--- src/scd_ram.sv ---
// Simple dual-port synchronous RAM, one write and one registered read port.
// No dependencies.
`timescale 1ns / 1ps
`default_nettype none
module scd_ram #(
  parameter int WIDTH = 8,
  parameter int DEPTH = 16
) (
  input  wire logic                     clk,
  input  wire logic                     we,
  input  wire logic [$clog2(DEPTH)-1:0] waddr,
  input  wire logic [WIDTH-1:0]         wdata,
  input  wire logic [$clog2(DEPTH)-1:0] raddr,
  output logic      [WIDTH-1:0]         rdata
);

  logic [WIDTH-1:0] mem [DEPTH];

  always_ff @(posedge clk) begin
    if (we) begin
      mem[waddr] <= wdata;
    end
    rdata <= mem[raddr];
  end

endmodule
`default_nettype wire

--- config.mk ---
export PLATFORM = sky130hd
export DESIGN_NAME = scd_ram
export DESIGN_NICKNAME = d
export VERILOG_FILES = /design/src/scd_ram.sv
export SDC_FILE = /design/constraint.sdc
export NUM_CORES = 1
export LEC_CHECK = 0
export ABC_AREA = 1
export BUFFER_PORTS_ARGS = -buffer_cell sky130_fd_sc_hd__buf_2
export CAP_MARGIN = 0
export CORE_AREA = 2 2 102 153
export DETAILED_ROUTE_END_ITERATION = 16
export DIE_AREA = 0 0 104 155
export PLACE_DENSITY = 0.59
export SYNTH_ARGS = -nofsm -noshare
export SYNTH_HDL_FRONTEND = slang
export SYNTH_SLANG_ARGS = --single-unit
--- constraint.sdc ---
create_clock -name clk -period 1.7 [get_ports clk]
set_input_delay 0.34 -clock clk [delete_from_list [all_inputs] [get_ports clk]]
set_output_delay 0.34 -clock clk [all_outputs]
set_load 0.01 [all_outputs]
==> flow_summary.yaml <==
outcome:
  status: "finished, final reports clean"
pwr:
  p_comb_share_pct: 5.7
  cell_internal_pwr_w: 0.00645
  ir_drop_mv: 0.784
  switching_share_pct: 19.9
  seqPwrFrac_pct: 46.9
  leakagePower_nw: 2.99
  p_clk_share_pct: 47.4
  p_sw_w: 0.00161
  powerDensity_nw_per_um2: 1180
die:
  die_h_um: 155
  rows: 55
  die_x_um: 104
  io_pins: 26
  core-area_um2: 14900
  start_util_pct: 38.8
  dieArea_um2: 16100
placement:
  hpwl_um: 8320
  gp_congestion: 0.840
  portBuffers: 25
grt:
  gr-usage-all-layers_pct: 16.3
  antenna_found_initial: 0
  grt_pass1_vias: 3797
  grt_overflow: 0
  grt_pass1_wl_um: 19600
  grt_max_degree: 53
clocking:
  hold_buffers: 0
  cts_tree: "done"
  cts_num_sinks: 136
  postCtsSetupRepairBufs: 0
  insertion_delay_ns: 0.41
  clock-root-buffer: "clkbuf_16"
  cts_buffers: 17
  htreeDepth: 4
  cts.clk_slew.worst_paths_ns: 0.05
  cts_resized: 0
  clk_path_buf_depth: 2
detailed_routing:
  drc: 0
  wl_um: 12500
  ant_nets: 0
  highest_layer: "met4"
  wirelength_met1_um: 4920
  first_pass_iters: 6
  routedWlPerCell_um: 15.4
  dr_wl_met2_um: 6830
  vias: 3769
  drt_iter0_markers: 226
  wl_met3_um: 505
  via_per_inst: 4.64
flow_run:
  maxCapViolCount: 0
setup_path:
  end_kind: "primary output"
  path_cells: "buf_2"
  reg2reg_slack_ns: 0.70
  worstPathArrival_ns: 0.93
  max_stage_delay_ns: 0.37
  crit_slowest_cell: "dfxtp_1"
  cp_max_fo: 1
  path_class: "reg2out"
  crit_buf_inv: 1
  crit_path_start_kind: "flop"
  required_ns: 1.36
  crit_family: "flip-flops"
cells_and_area:
  syn_to_final_growth_pct: 18.7
  num-fill-cells: 1397
  nets: 619
  num_antenna_cells: 0
  layout-drive-gt1-share_pct: 13.9
  finish.utilization_pct: 46.1
sta:
  rsz0062_at_grt: "no"
  worst_pin_slew_ns: 0.338
  fin_crit_ns: 1.27
  setup-violations-final: 0
  fin_crit_sh_pct: 74.7
  relSlewSlack_pct: 77.5
  max_freq_mhz: 787
  slew_violations: 0
  finalHoldViolCount: 0
  fin_skew_ns: 0.00765
  fin_tns_setup_ns: 0
synthesis:
  syn-num-nets: 569
  synth_seq_cells: 136
  yosysTopAreaCellShare_pct: 66.7
  synth_area_um2: 5770
  ys_types: 12
  synthTopCellsByArea: "edfxtp_1, nand2_1, nand3_1, inv_1, dfxtp_1"
  synth-edff-count: 128
  ys_warn_count: 0
  yosys.area.top_type: "edfxtp_1"
  ys_async_sr_fraction_pct: 0
  synthCells: 551
  syn_avg_cell_area_um2: 10.5
  yosys.cell_count.top_type: "nand2_1"
  ys_seq_area_share_pct: 69.4
  synth_ff_type: "edfxtp_1"
  synthTopCellsByCount: "nand2_1, edfxtp_1, inv_1"
min_path:
  hp-class: "in2reg"
[layout make-up]
class,count,area (um^2),share of cell area [%]
clock inverters,9,148,2.16
inverters,102,383,5.59
well taps,199,249,3.64
multi-input cells,289,1210,17.7
repair buffers,55,375,5.48
clock buffers,22,474,6.93
flip-flops and latches,136,4000,58.5
[routing by layer]
| layer | up-vias | global-route usage (%) |
|---|---|---|
| li1 | 1872 | - |
| met1 | 1793 | 17.8 |
| met3 | 23 | 3.44 |
| met4 | 0 | 7.85 |
| met5 | - | 0 |
| met2 | 81 | 29.9 |
[power by group through the flow]
stage | clock [W] | sequential (W) | combinational [W]
floorplan | 0 | 0.00385 | 0.000264
finish | 0.00382 | 0.00378 | 0.000462
detailed placement | 0 | 0.00384 | 0.000467
global placement | 0 | 0.00384 | 0.000460
global route | 0.00401 | 0.00378 | 0.000517
CTS | 0.00386 | 0.00378 | 0.000469
[logic make-up after synthesis]
kind of cell  Yosys count  share of synthesized area [%]
simple gates          289                           21.0
flops                 136                           69.4
buf+inv               126                           9.52
[cells in the final DEF, fill, tap and decap left out]
| cell | n |
|---|---|
| edfxtp_1 | 128 |
| bufinv_16 | 4 |
| buf_4 | 28 |
| clkinv_4 | 1 |
| nand2_1 | 173 |
| nand3b_1 | 2 |
| clkbuf_8 | 3 |
| clkbuf_1 | 2 |
| inv_1 | 100 |
| clkbuf_16 | 17 |
| nand3_1 | 97 |
| dfxtp_1 | 8 |
| buf_2 | 25 |
| inv_2 | 2 |
| clkinv_1 | 1 |
| clkinv_2 | 3 |
| buf_12 | 2 |
| nor2_1 | 17 |
[registers in the layout (all words and copies together) (netlist names)]
register / count
mem: 128
rdata: 8
[through the flow]
step	hold slack, ns	instance area [um^2]	power, W	std cells	setup WS [ns]
floorplan	0.439	5770	0.00411	551	0.409
global placement	0.655	6220	0.00430	781	0.229
detailed placement	0.654	6220	0.00431	781	0.202
CTS	0.319	6850	0.00811	812	0.405
global route	0.331	6850	0.00830	812	0.406
finish	0.330	6850	0.00806	812	0.429
[final timing paths]
path              cells past startpoint      start   endpoint
setup / recovery                      1   rdata[0]   rdata[0]
hold / removal                        1   wdata[7]  mem[4][7]
setup reg to reg                      6  mem[5][1]   rdata[1]
hold reg to reg                       6  mem[2][0]   rdata[0]
Note: power is estimated with default switching activity, not from simulation.
